File: config.mk
export PLATFORM = sky130hd
export DESIGN_NAME = regex_infix_to_postfix_flat
export DESIGN_NICKNAME = d
export VERILOG_FILES = /design/src/design/rip_pkg.sv /design/src/design/rip_in_if.sv /design/src/design/rip_out_if.sv /design/src/design/rip_front.sv /design/src/design/rip_cmd_fifo.sv /design/src/design/rip_back.sv /design/src/design/regex_infix_to_postfix.sv /design/src/flat_wrapper.sv
export SDC_FILE = /design/constraint.sdc
export NUM_CORES = 1
export LEC_CHECK = 0
export BUFFER_PORTS_ARGS = -buffer_cell sky130_fd_sc_hd__buf_2
export CORE_ASPECT_RATIO = 1.1
export CORE_MARGIN = 4
export CORE_UTILIZATION = 30
export CTS_CLUSTER_SIZE = 20
export DETAILED_ROUTE_END_ITERATION = 7
export PLACE_DENSITY = 0.55
export REMOVE_ABC_BUFFERS = 1
export SYNTH_ARGS = -nofsm -noshare
export SYNTH_HDL_FRONTEND = slang
export SYNTH_SLANG_ARGS = --single-unit
File: constraint.sdc
create_clock -name clk -period 4.9 [get_ports clk]
set_input_delay 0.245 -clock clk [delete_from_list [all_inputs] [get_ports clk]]
set_output_delay 0.245 -clock clk [all_outputs]
set_load 0.05 [all_outputs]
File: src/design/rip_pkg.sv
// Package for the regex infix-to-postfix converter.
// Holds the item and command types, the operator bytes and the sizing constants.
// No dependencies.
package rip_pkg;

  localparam int MAX_DEPTH  = 128;
  localparam int MAX_ALTS   = 31;
  localparam int MAX_LENGTH = 4095;
  localparam int CMDQ_DEPTH = 2;

  localparam int ALT_W  = $clog2(MAX_ALTS + 1);
  localparam int SP_W   = $clog2(MAX_DEPTH + 1);
  localparam int AW     = (MAX_DEPTH > 1) ? $clog2(MAX_DEPTH) : 1;
  localparam int LEN_W  = $clog2(MAX_LENGTH + 1);
  localparam int ATOM_W = 2;

  localparam logic [7:0] CH_DOT    = 8'h2e;
  localparam logic [7:0] CH_BAR    = 8'h7c;
  localparam logic [7:0] CH_LPAREN = 8'h28;
  localparam logic [7:0] CH_RPAREN = 8'h29;
  localparam logic [7:0] CH_STAR   = 8'h2a;
  localparam logic [7:0] CH_PLUS   = 8'h2b;
  localparam logic [7:0] CH_QUEST  = 8'h3f;

  typedef enum logic [1:0] {
    KIND_CHAR = 2'd0,
    KIND_DONE = 2'd1,
    KIND_ERR  = 2'd2
  } kind_t;

  typedef struct packed {
    logic       action;
    logic [7:0] symbol;
  } in_item_t;

  typedef struct packed {
    logic [7:0] out_char;
    kind_t      kind;
    logic       last;
  } out_item_t;

  // One command covers all results of one input transaction:
  // optional dot, optional character, a run of bars, optional done/error.
  typedef struct packed {
    logic             dot;
    logic             has_char;
    logic [7:0]       ch;
    logic [ALT_W-1:0] bars;
    logic             has_tail;
    kind_t            tail_kind;
  } cmd_t;

  typedef struct packed {
    logic [ALT_W-1:0]  alts;
    logic [ATOM_W-1:0] atoms;
  } stack_entry_t;

endpackage

File: src/design/rip_in_if.sv
// Input channel of the converter: valid/ready handshake with a pattern item.
// Depends on rip_pkg.
interface rip_in_if;
  import rip_pkg::*;

  logic     valid;
  logic     ready;
  in_item_t data;

  modport source (output valid, output data, input ready);
  modport sink (input valid, input data, output ready);
endinterface

File: src/design/rip_out_if.sv
// Output channel of the converter: valid/ready handshake with a result item.
// Depends on rip_pkg.
interface rip_out_if;
  import rip_pkg::*;

  logic      valid;
  logic      ready;
  out_item_t data;

  modport source (output valid, output data, input ready);
  modport sink (input valid, input data, output ready);
endinterface

File: src/design/rip_front.sv
// Front end: accepts pattern items, checks errors, keeps the counts and the paren
// stack, and turns each transaction into at most one command. Depends on rip_pkg, rip_in_if.
module rip_front (
  input  logic         clk,
  input  logic         rst,
  rip_in_if.sink       items,
  output rip_pkg::cmd_t cmd,
  output logic         cmd_valid,
  input  logic         cmd_ready
);
  import rip_pkg::*;

  typedef enum logic [1:0] {
    ST_RUN = 2'b01,
    ST_POP = 2'b10
  } front_state_t;

  front_state_t      state, state_next;
  logic [ATOM_W-1:0] atom, atom_next;
  logic [ALT_W-1:0]  alt, alt_next;
  logic [SP_W-1:0]   sp, sp_next;
  logic [LEN_W-1:0]  len, len_next;
  logic              failed, failed_next;

  stack_entry_t      stack_mem [MAX_DEPTH];
  stack_entry_t      rd_entry;
  stack_entry_t      wr_entry;
  logic              push_en;
  logic              pop_rd;
  logic              acc;
  logic              is_err;
  logic [AW-1:0]     pop_addr;

  assign items.ready = (state == ST_RUN) && cmd_ready;
  assign acc         = items.valid && items.ready;
  assign pop_addr    = AW'(sp - SP_W'(1));

  always_comb begin
    state_next  = state;
    atom_next   = atom;
    alt_next    = alt;
    sp_next     = sp;
    len_next    = len;
    failed_next = failed;
    push_en     = 1'b0;
    pop_rd      = 1'b0;
    is_err      = 1'b0;
    cmd         = '0;
    wr_entry.alts  = alt;
    wr_entry.atoms = (atom == ATOM_W'(2)) ? ATOM_W'(1) : atom;

    if (state == ST_POP) begin
      alt_next   = rd_entry.alts;
      atom_next  = rd_entry.atoms + ATOM_W'(1);
      state_next = ST_RUN;
    end else if (acc) begin
      if (items.data.action) begin
        atom_next   = '0;
        alt_next    = '0;
        sp_next     = '0;
        len_next    = '0;
        failed_next = 1'b0;
        if (!failed) begin
          cmd.has_tail = 1'b1;
          if (sp != '0) begin
            cmd.tail_kind = KIND_ERR;
          end else begin
            cmd.dot       = (atom == ATOM_W'(2));
            cmd.bars      = alt;
            cmd.tail_kind = KIND_DONE;
          end
        end
      end else if (!failed) begin
        if (len >= LEN_W'(MAX_LENGTH)) begin
          is_err = 1'b1;
        end else begin
          len_next = len + LEN_W'(1);
          case (items.data.symbol)
            CH_LPAREN: begin
              if (sp >= SP_W'(MAX_DEPTH)) begin
                is_err = 1'b1;
              end else begin
                cmd.dot   = (atom == ATOM_W'(2));
                push_en   = 1'b1;
                sp_next   = sp + SP_W'(1);
                alt_next  = '0;
                atom_next = '0;
              end
            end
            CH_BAR: begin
              if (atom == '0 || alt >= ALT_W'(MAX_ALTS)) begin
                is_err = 1'b1;
              end else begin
                cmd.dot   = (atom == ATOM_W'(2));
                atom_next = '0;
                alt_next  = alt + ALT_W'(1);
              end
            end
            CH_RPAREN: begin
              if (sp == '0 || atom == '0) begin
                is_err = 1'b1;
              end else begin
                cmd.dot    = (atom == ATOM_W'(2));
                cmd.bars   = alt;
                sp_next    = sp - SP_W'(1);
                pop_rd     = 1'b1;
                state_next = ST_POP;
              end
            end
            CH_STAR, CH_PLUS, CH_QUEST: begin
              if (atom == '0) begin
                is_err = 1'b1;
              end else begin
                cmd.has_char = 1'b1;
                cmd.ch       = items.data.symbol;
              end
            end
            default: begin
              cmd.dot      = (atom == ATOM_W'(2));
              cmd.has_char = 1'b1;
              cmd.ch       = items.data.symbol;
              atom_next    = (atom == ATOM_W'(2)) ? ATOM_W'(2) : atom + ATOM_W'(1);
            end
          endcase
        end
        if (is_err) begin
          cmd           = '0;
          cmd.has_tail  = 1'b1;
          cmd.tail_kind = KIND_ERR;
          failed_next   = 1'b1;
        end
      end
    end
    cmd_valid = acc && (cmd.dot || cmd.has_char || cmd.has_tail || (cmd.bars != '0));
  end

  always_ff @(posedge clk) begin
    if (rst) begin
      state  <= ST_RUN;
      atom   <= '0;
      alt    <= '0;
      sp     <= '0;
      len    <= '0;
      failed <= 1'b0;
    end else begin
      state  <= state_next;
      atom   <= atom_next;
      alt    <= alt_next;
      sp     <= sp_next;
      len    <= len_next;
      failed <= failed_next;
    end
  end

  always_ff @(posedge clk) begin
    if (push_en) begin
      stack_mem[AW'(sp)] <= wr_entry;
    end
    if (pop_rd) begin
      rd_entry <= stack_mem[pop_addr];
    end
  end

  assert property (@(posedge clk) disable iff (rst) sp <= SP_W'(MAX_DEPTH))
    else $error("stack pointer beyond depth");
  assert property (@(posedge clk) disable iff (rst) atom <= ATOM_W'(2))
    else $error("atom count out of range");
  assert property (@(posedge clk) disable iff (rst) (state == ST_POP) |=> (state == ST_RUN))
    else $error("pop state held more than one cycle");

endmodule

File: src/design/rip_cmd_fifo.sv
// Short command queue between front and back ends.
// Depends on rip_pkg.
module rip_cmd_fifo (
  input  logic          clk,
  input  logic          rst,
  input  rip_pkg::cmd_t wr_data,
  input  logic          wr_valid,
  output logic          wr_ready,
  output rip_pkg::cmd_t rd_data,
  output logic          rd_valid,
  input  logic          rd_ready
);
  import rip_pkg::*;

  localparam int PW = (CMDQ_DEPTH > 1) ? $clog2(CMDQ_DEPTH) : 1;
  localparam int CW = $clog2(CMDQ_DEPTH + 1);

  cmd_t          q_mem [CMDQ_DEPTH];
  logic [PW-1:0] wr_ptr, rd_ptr;
  logic [CW-1:0] count;
  logic          do_wr, do_rd;

  assign wr_ready = (count != CW'(CMDQ_DEPTH));
  assign rd_valid = (count != '0);
  assign rd_data  = q_mem[rd_ptr];
  assign do_wr    = wr_valid && wr_ready;
  assign do_rd    = rd_valid && rd_ready;

  always_ff @(posedge clk) begin
    if (rst) begin
      wr_ptr <= '0;
      rd_ptr <= '0;
      count  <= '0;
    end else begin
      if (do_wr) begin
        wr_ptr <= (wr_ptr == PW'(CMDQ_DEPTH - 1)) ? '0 : wr_ptr + PW'(1);
      end
      if (do_rd) begin
        rd_ptr <= (rd_ptr == PW'(CMDQ_DEPTH - 1)) ? '0 : rd_ptr + PW'(1);
      end
      case ({do_wr, do_rd})
        2'b10:   count <= count + CW'(1);
        2'b01:   count <= count - CW'(1);
        default: count <= count;
      endcase
    end
  end

  always_ff @(posedge clk) begin
    if (do_wr) begin
      q_mem[wr_ptr] <= wr_data;
    end
  end

endmodule

File: src/design/rip_back.sv
// Back end: expands each command into result items, one per cycle unless the
// output stalls, into an output register. Depends on rip_pkg, rip_out_if.
module rip_back (
  input  logic          clk,
  input  logic          rst,
  input  rip_pkg::cmd_t q_data,
  input  logic          q_valid,
  output logic          q_ready,
  rip_out_if.source     results
);
  import rip_pkg::*;

  cmd_t      cur, cur_after;
  logic      cur_valid;
  logic      rem;
  logic      advance;
  out_item_t item;
  out_item_t o_data;
  logic      o_valid;

  assign results.valid = o_valid;
  assign results.data  = o_data;
  assign advance       = !o_valid || results.ready;
  assign q_ready       = !cur_valid;

  always_comb begin
    cur_after     = cur;
    item.out_char = '0;
    item.kind     = KIND_CHAR;
    if (cur.dot) begin
      item.out_char = CH_DOT;
      cur_after.dot = 1'b0;
    end else if (cur.has_char) begin
      item.out_char      = cur.ch;
      cur_after.has_char = 1'b0;
    end else if (cur.bars != '0) begin
      item.out_char  = CH_BAR;
      cur_after.bars = cur.bars - ALT_W'(1);
    end else begin
      item.kind          = cur.tail_kind;
      cur_after.has_tail = 1'b0;
    end
    rem       = cur_after.dot || cur_after.has_char || (cur_after.bars != '0)
                || cur_after.has_tail;
    item.last = !rem;
  end

  always_ff @(posedge clk) begin
    if (rst) begin
      o_valid   <= 1'b0;
      cur_valid <= 1'b0;
    end else begin
      if (advance) begin
        o_valid <= cur_valid;
      end
      if (!cur_valid) begin
        cur_valid <= q_valid;
      end else if (advance) begin
        cur_valid <= rem;
      end
    end
  end

  always_ff @(posedge clk) begin
    if (!cur_valid) begin
      cur <= q_data;
    end else if (advance) begin
      cur    <= cur_after;
      o_data <= item;
    end
  end

  assert property (@(posedge clk) disable iff (rst)
    cur_valid |-> (cur.dot || cur.has_char || (cur.bars != '0) || cur.has_tail))
    else $error("empty command held as pending");
  assert property (@(posedge clk) disable iff (rst) (q_valid && !cur_valid) |=> cur_valid)
    else $error("command taken but not loaded");
  assert property (@(posedge clk) disable iff (rst)
    (o_valid && !results.ready) |=> (o_valid && $stable(o_data)))
    else $error("result transaction changed while stalled");

endmodule

File: src/design/regex_infix_to_postfix.sv
// Regex infix-to-postfix converter, top level. Depends on rip_pkg, rip_in_if,
// rip_out_if, rip_front, rip_cmd_fifo, rip_back.
// Path: a command is held in the queue, the back-end command register, then the output register.
// Input: one item per cycle while the queue has room; after ')', a stack-read state holds input.
// Output: back end loads a command, then emits its results; it takes no new command until done.
// Reset (rst, synchronous): clears counts, stack pointer, queue and output; stack data not cleared.
module regex_infix_to_postfix (
  input  logic      clk,
  input  logic      rst,
  rip_in_if.sink    items,
  rip_out_if.source results
);
  import rip_pkg::*;

  cmd_t f_cmd;
  logic f_valid, f_ready;
  cmd_t q_cmd;
  logic q_valid, q_ready;

  rip_front u_front (
    .clk       (clk),
    .rst       (rst),
    .items     (items),
    .cmd       (f_cmd),
    .cmd_valid (f_valid),
    .cmd_ready (f_ready)
  );

  rip_cmd_fifo u_fifo (
    .clk      (clk),
    .rst      (rst),
    .wr_data  (f_cmd),
    .wr_valid (f_valid),
    .wr_ready (f_ready),
    .rd_data  (q_cmd),
    .rd_valid (q_valid),
    .rd_ready (q_ready)
  );

  rip_back u_back (
    .clk     (clk),
    .rst     (rst),
    .q_data  (q_cmd),
    .q_valid (q_valid),
    .q_ready (q_ready),
    .results (results)
  );

endmodule
File: src/flat_wrapper.sv
// flat-port wrapper written by rule: the top's interface ports become plain ports
module regex_infix_to_postfix_flat import rip_pkg::*;
  (clk, rst, items_valid, items_data, items_ready, results_valid, results_data, results_ready);
  rip_in_if items_i ();
  rip_out_if results_i ();
  input  logic clk;
  input  logic rst;
  input wire logic [$bits(items_i.valid)-1:0] items_valid;
  input wire logic [$bits(items_i.data)-1:0] items_data;
  output wire logic [$bits(items_i.ready)-1:0] items_ready;
  output wire logic [$bits(results_i.valid)-1:0] results_valid;
  output wire logic [$bits(results_i.data)-1:0] results_data;
  input wire logic [$bits(results_i.ready)-1:0] results_ready;
  assign items_i.valid = items_valid;
  assign items_i.data = items_data;
  assign items_ready = items_i.ready;
  assign results_valid = results_i.valid;
  assign results_data = results_i.data;
  assign results_i.ready = results_ready;
  regex_infix_to_postfix u_core (.clk(clk), .rst(rst), .items(items_i), .results(results_i));
endmodule
# After elaboration in Yosys (flattened, before gate mapping)
# Memory sizes are Yosys's and may differ from the RTL's. A register that Yosys moved wholly into a read port is not among the register bits.
# Cells that the tools add are included.
# Widths: inputs -> output; s select.
dict set report op_classes {
  addsub 11
  order_cmp 3
  eq_ne 22
  muxes 95
  bitwise 5
  n_reduce_logical 39
}
# op n
set ops {}
lappend ops {{$mux 18} 6}
lappend ops {{$mux 8} 8}
lappend ops {{$mux 5} 11}
lappend ops {{$mux 1} 44}
lappend ops {{$eq 8x6->1 const B} 5}
lappend ops {{$mux 12} 3}
lappend ops {{$mux 2} 10}
lappend ops {{$mux 9} 2}
lappend ops {{$pmux 9 s2} 1}
lappend ops {{$reduce_and 6->1} 3}
lappend ops {{$pmux 8 s2} 1}
lappend ops {{$mux 15} 1}
lappend ops {{$reduce_bool 5->1} 3}
lappend ops {{$add 12x1->12 const B} 1}
lappend ops {{$ge 12x12->1 const B} 1}
lappend ops {{$mux 6} 2}
lappend ops {{$pmux 5 s2} 1}
lappend ops {{$ne 3x3->1 const B} 3}
lappend ops {{$reduce_or 3->1} 3}
lappend ops {{$add 8x1->8 const B} 1}
lappend ops {{$eq 8x7->1 const B} 1}
lappend ops {{$ge 8x8->1 const B} 1}
lappend ops {{$logic_not 8->1} 1}
lappend ops {{$logic_or 1x1->1} 8}
lappend ops {{other kinds (31)} 54}
dict set report totals {
  regBits 65
  mem_bits_rw 932
  input_bits 13
  out_inout_bits 13
  elab_cells 197
  mem_count 2
}
# memory words width rd rd_ports_with_merged_regs wr line
set memory_table {}
lappend memory_table {u_core.u_front.stack_mem 128 7 1 1 1 rip_front.sv:25} ;# stack_entry_t stack_mem [MAX_DEPTH];
lappend memory_table {u_core.u_fifo.q_mem 2 18 1 1 1 rip_cmd_fifo.sv:18} ;# cmd_t q_mem [CMDQ_DEPTH];

# Longest topological paths before layout
dict set report depth {
  depth_word 21
  ltp_mapped 14
  ltp_nobuf 12
}

# Cells and area by module
# A second synthesis with hierarchy kept.
dict set report unflattened {
  hier_cells 2313
  area_unflattened_um2 40759.1
}
# mod n_inst cells_each area_each_um2 seq_area_each_um2
set modules_own_cells {}
lappend modules_own_cells {rip_front 1 2122 37828.8 27716.6}
lappend modules_own_cells {rip_cmd_fifo 1 80 1516.5 1181.1}
lappend modules_own_cells {rip_back 1 111 1413.9 910.9}

# Least setup slack after synthesis
# No wires, ideal clock.
dict set report synth_timing {
  kind {register -> register}
  from {reg u_core.u_front.alt[1]}
  to {mem u_core.u_fifo.q_mem[1][0] in the netlist's numbering (enable)}
  arrival_ps 4656
  t_required_ps 4479
  setup_slack_ps -177
  path_stages_with_launch 9
  n_path_buf 0
  period_less_slack_ps 5077
  cell_sequence {dfxtp_1 > ha_1 > and3_1 > ha_1 > a311oi_1 > o211ai_1 > o21a_1 > nor2_1 > a21boi_0}
}
# item line
set synth_rtl {}
lappend synth_rtl {{from (decl)} rip_front.sv:20} ;# logic [ALT_W-1:0] alt, alt_next;
lappend synth_rtl {{from (signal assigned)} rip_front.sv:148} ;# alt <= alt_next;
lappend synth_rtl {{to (decl)} rip_cmd_fifo.sv:18}

# Worst setup path in the final report
dict set report layout_timing {
  from {reg u_core.u_front.sp[1]}
  to {reg u_core.u_front.rd_entry[0] (netlist name)}
}
dict set report layout_between {
  elab_chain_len 9
  elab_cells_between_ends 10
  classes_between {add/sub: 1; mux: 7; reduce/logical: 2}
}
# item line
set layout_rtl {}
lappend layout_rtl {{from (decl)} rip_front.sv:21} ;# logic [SP_W-1:0] sp, sp_next;
lappend layout_rtl {{from (signal assigned)} rip_front.sv:149} ;# sp <= sp_next;
lappend layout_rtl {{$logic_not 8->1} rip_front.sv:100} ;# if (sp == '0 || atom == '0) begin
lappend layout_rtl {{$logic_or 1x1->1} rip_front.sv:100}
lappend layout_rtl {{$mux 1} rip_front.sv:100}
lappend layout_rtl {{$mux 1} rip_front.sv:78} ;# case (items.data.symbol)
lappend layout_rtl {{$mux 1} rip_front.sv:74} ;# if (len >= LEN_W'(MAX_LENGTH)) begin
lappend layout_rtl {{$mux 1} rip_front.sv:73} ;# end else if (!failed) begin
lappend layout_rtl {{$mux 1} rip_front.sv:57} ;# if (items.data.action) begin
lappend layout_rtl {{$mux 1} rip_front.sv:56} ;# end else if (acc) begin
lappend layout_rtl {{$mux 1} rip_front.sv:52} ;# if (state == ST_POP) begin
# Parallel ways exist; a longest one is shown, timed or not.
# A chain may end at the register's enable or synchronous reset.

==> results.json <==
{
  "run_status": "complete, no violations",
  "wl_um": 92600,
  "synth_top_family_by_area": "multiplexers",
  "dp_hpwl_um": 56900,
  "setup-tns-final_ns": 0,
  "synth.most_common_cell": "edfxtp_1",
  "die_h_um": 390,
  "synth_top_area_cell": "edfxtp_1",
  "grt-ovfl-total": 0,
  "synthTopCellsByCount": "edfxtp_1 (968), mux4_2 (280), nor2_1 (189)",
  "synth_edf_count": 968,
  "synth_flop_cell": "edfxtp_1",
  "drv_cap": 0,
  "setup_viol": 0,
  "core_area_um2": 132000,
  "crit_fanout": 45,
  "worst-setup-path-type": "flop to flop",
  "synthAdderAreaFrac_pct": 0.376,
  "grt_pass1_wl_um": 138000,
  "cts_setup_buffers": 0,
  "syn_area_um2": 39900,
  "critPathTopFamily": "multiplexers",
  "cts-root-buf": "clkbuf_16",
  "final_max_slew_viol_count": 0,
  "ir_worst_vdd_mv": 0.305,
  "fp.dieW_um": 356,
  "yosysUniqueCellTypes": 66,
  "clk_latency_ns": 0.69,
  "power_leakage_nw": 13.4,
  "grt_usage_pct": 13.3,
  "initial_core_util_pct": 30.2,
  "finalWorstPathRequiredPeriod_ns": 3.81,
  "cts_resized": 0,
  "synth_mux_area_share_pct": 16.3,
  "firstDrtPassIters": 6,
  "synth_area_leaders": "edfxtp_1 (73%), mux4_2 (16%), dfxtp_1 (1.9%), nor2_1 (1.8%), clkbuf_1 (0.58%)",
  "finalCritPeriodShare_pct": 77.7,
  "slowest_delay_ns": 0.75,
  "cp.required_ns": 5.29,
  "swShare_pct": 21.8,
  "clock-sinks": 1005,
  "grt_pass1_vias": 19900,
  "layout-drive-gt1-share_pct": 24.6,
  "path_clk_slew_ns": 0.07,
  "finClkSkew_ns": 0.0246,
  "crit_path_end_kind": "flop",
  "tightestPinTransition_ns": 1.03,
  "r2r_cells": 7,
  "crit_buf_inv": 2,
  "finalHoldViolCount": 0,
  "core.rowCount": 140,
  "p_seq_share_pct": 53.0,
  "routedWlPerCell_um": 23.8,
  "synth_top_area_share_pct": 72.9,
  "layoutNonFillerInstCount": 3894,
  "hold_class": "input port to flop",
  "drc": 0,
  "pwr_density_cell_nw_per_um2": 412,
  "cts_made_buffers": 97,
  "htreeDepth": 3,
  "crit_chain": "inv_1, ha_4, buf_12, mux4_2, mux4_2, o22ai_1, nor4_1",
  "intPower_mw": 14.7,
  "synthSimpleGateAreaFrac_pct": 4.51,
  "area_delta_synth_final_pct": 14.5,
  "dieArea_um2": 139000,
  "antenna_found_initial": 0,
  "relSlewSlack_pct": 31.3,
  "synth_cells": 1974,
  "port_buffers": 25,
  "hold_depth": 2,
  "io_pins": 26,
  "ys_seq_area_share_pct": 74.7,
  "max_freq_mhz": 263,
  "arrival_ns": 4.19,
  "cts_tree": "yes",
  "rsz0062_at_grt": "no",
  "synth_area_per_cell_um2": 20.2,
  "cp_common_cell": "mux4_2",
  "place_congestion": 0.814,
  "final_area_um2": 45700,
  "worst-path-stages": 7,
  "num_vias": 19600,
  "yosys_warnings": 0,
  "yosys_register_bits": 1005,
  "synth-xor-area-share_pct": 0.571,
  "p_sw_mw": 4.10,
  "dpl.cell_count": 3705,
  "p_comb_share_pct": 5.1,
  "nFillCells": 12200,
  "crit_path_top_delay_cell": "ha_4",
  "async_flop_share_pct": 0,
  "nets": 2060,
  "synth_compound_area_share_pct": 2.16,
  "cts.path.max_buffers": 3,
  "first_iter_violations": 2078,
  "clkPwrFrac_pct": 41.9,
  "startpoint_type": "flop",
  "ant_nets": 0,
  "via_per_inst": 5.03,
  "grt_max_degree": 111,
  "dpl_cell_area_um2": 42200
}
kinds of logic after synthesis:
logic type                 Yosys count
AOI/OAI and AO/OA                  130
xor gates and xnor gates            26
adders and majority gates           12
buffers and inverters              126
DFF                               1005
muxes                              301
and+or+nand+nor                    374
per-stage QoR:
step                      setup slack, ns  util, %  total power, mW  hold WS [ns]
final                                1.09     34.5             18.8        0.0812
after global routing                0.936     34.5             19.5        0.0615
after CTS                            1.06     34.5             19.1        0.0117
after detailed placement             1.07     31.9             11.1         0.472
after global placement               1.10     31.9             11.1         0.457
after floorplan                    -12.39        -             10.8         0.314
power by group through the flow:
stage,sequential (mW),combinational (mW),clock [mW]
final,9.99,0.961,7.89
after floorplan,10.3,0.478,0
after detailed placement,10.2,0.969,0
after CTS,9.99,0.977,8.09
after global routing,10.0,1.07,8.44
after global placement,10.2,0.942,0
registers in the layout (all words and copies together) (netlist names), 2 cells and up, named ones only:
register	flops
u_core.u_front.state	2
u_core.u_front.stack_mem	896
u_core.u_front.rd_entry	7
u_core.u_fifo.count	2
u_core.u_front.len	12
u_core.u_fifo.q_mem	36
u_core.u_back.results.data	11
u_core.u_front.atom	2
u_core.u_back.cur	18
u_core.u_front.sp	8
u_core.u_front.alt	5
final cells by class:
class	instances	area, um^2	share of cell area (%)
Inverter	23	88.8	0.195
Sequential cell	1005	29800	65.3
Tap cell	1775	2220	4.86
Clock inverter	67	825	1.81
Timing Repair Buffer	65	541	1.18
Clock buffer	115	2560	5.60
Antenna cell	1	2.50	0.00548
Multi-Input combinational cell	843	9610	21.0
timing repair:
| item | CTS | global route |
|---|---|---|
| setup endpoints to repair | 0 | 0 |
| hold buffers | 6 | 0 |
| endpoints found under the hold margin | 13 | 0 |
layout by cell type (no fill, tap or decap), types with 25 or more instances in the layout:
cell type	n
edfxtp_1	968
mux4_2	280
nor2_1	189
clkbuf_16	99
nand3_1	33
dfxtp_1	31
nand2_1	30
o22ai_1	29
buf_4	26
o21ai_0	25
buf_2	25
worst paths after layout:
path / start / endpoint / slack, ns
min reg2reg: u_core.u_front.state[1] / u_core.u_front.state[1] / 0.47
max: u_core.u_front.sp[1] / u_core.u_front.rd_entry[0] / 1.09
max reg2reg: u_core.u_front.sp[1] / u_core.u_front.rd_entry[0] / 1.09
min: items_data[6] / u_core.u_fifo.q_mem[0][14] / 0.08
layer usage:
| layer | GRT usage [%] | routed length (um) | up-vias | part of all wire (%) |
|---|---|---|---|---|
| li1 | - | - | 8292 | - |
| met1 | 17.6 | 37900 | 10500 | 41 |
| met2 | 22.5 | 47100 | 664 | 51 |
| met3 | 2.30 | 5350 | 125 | 5.8 |
| met4 | 3.88 | 2250 | 0 | 2.4 |
| met5 | 0 | 0 | - | 0 |
No activity file was read; power rests on OpenSTA's default activity.
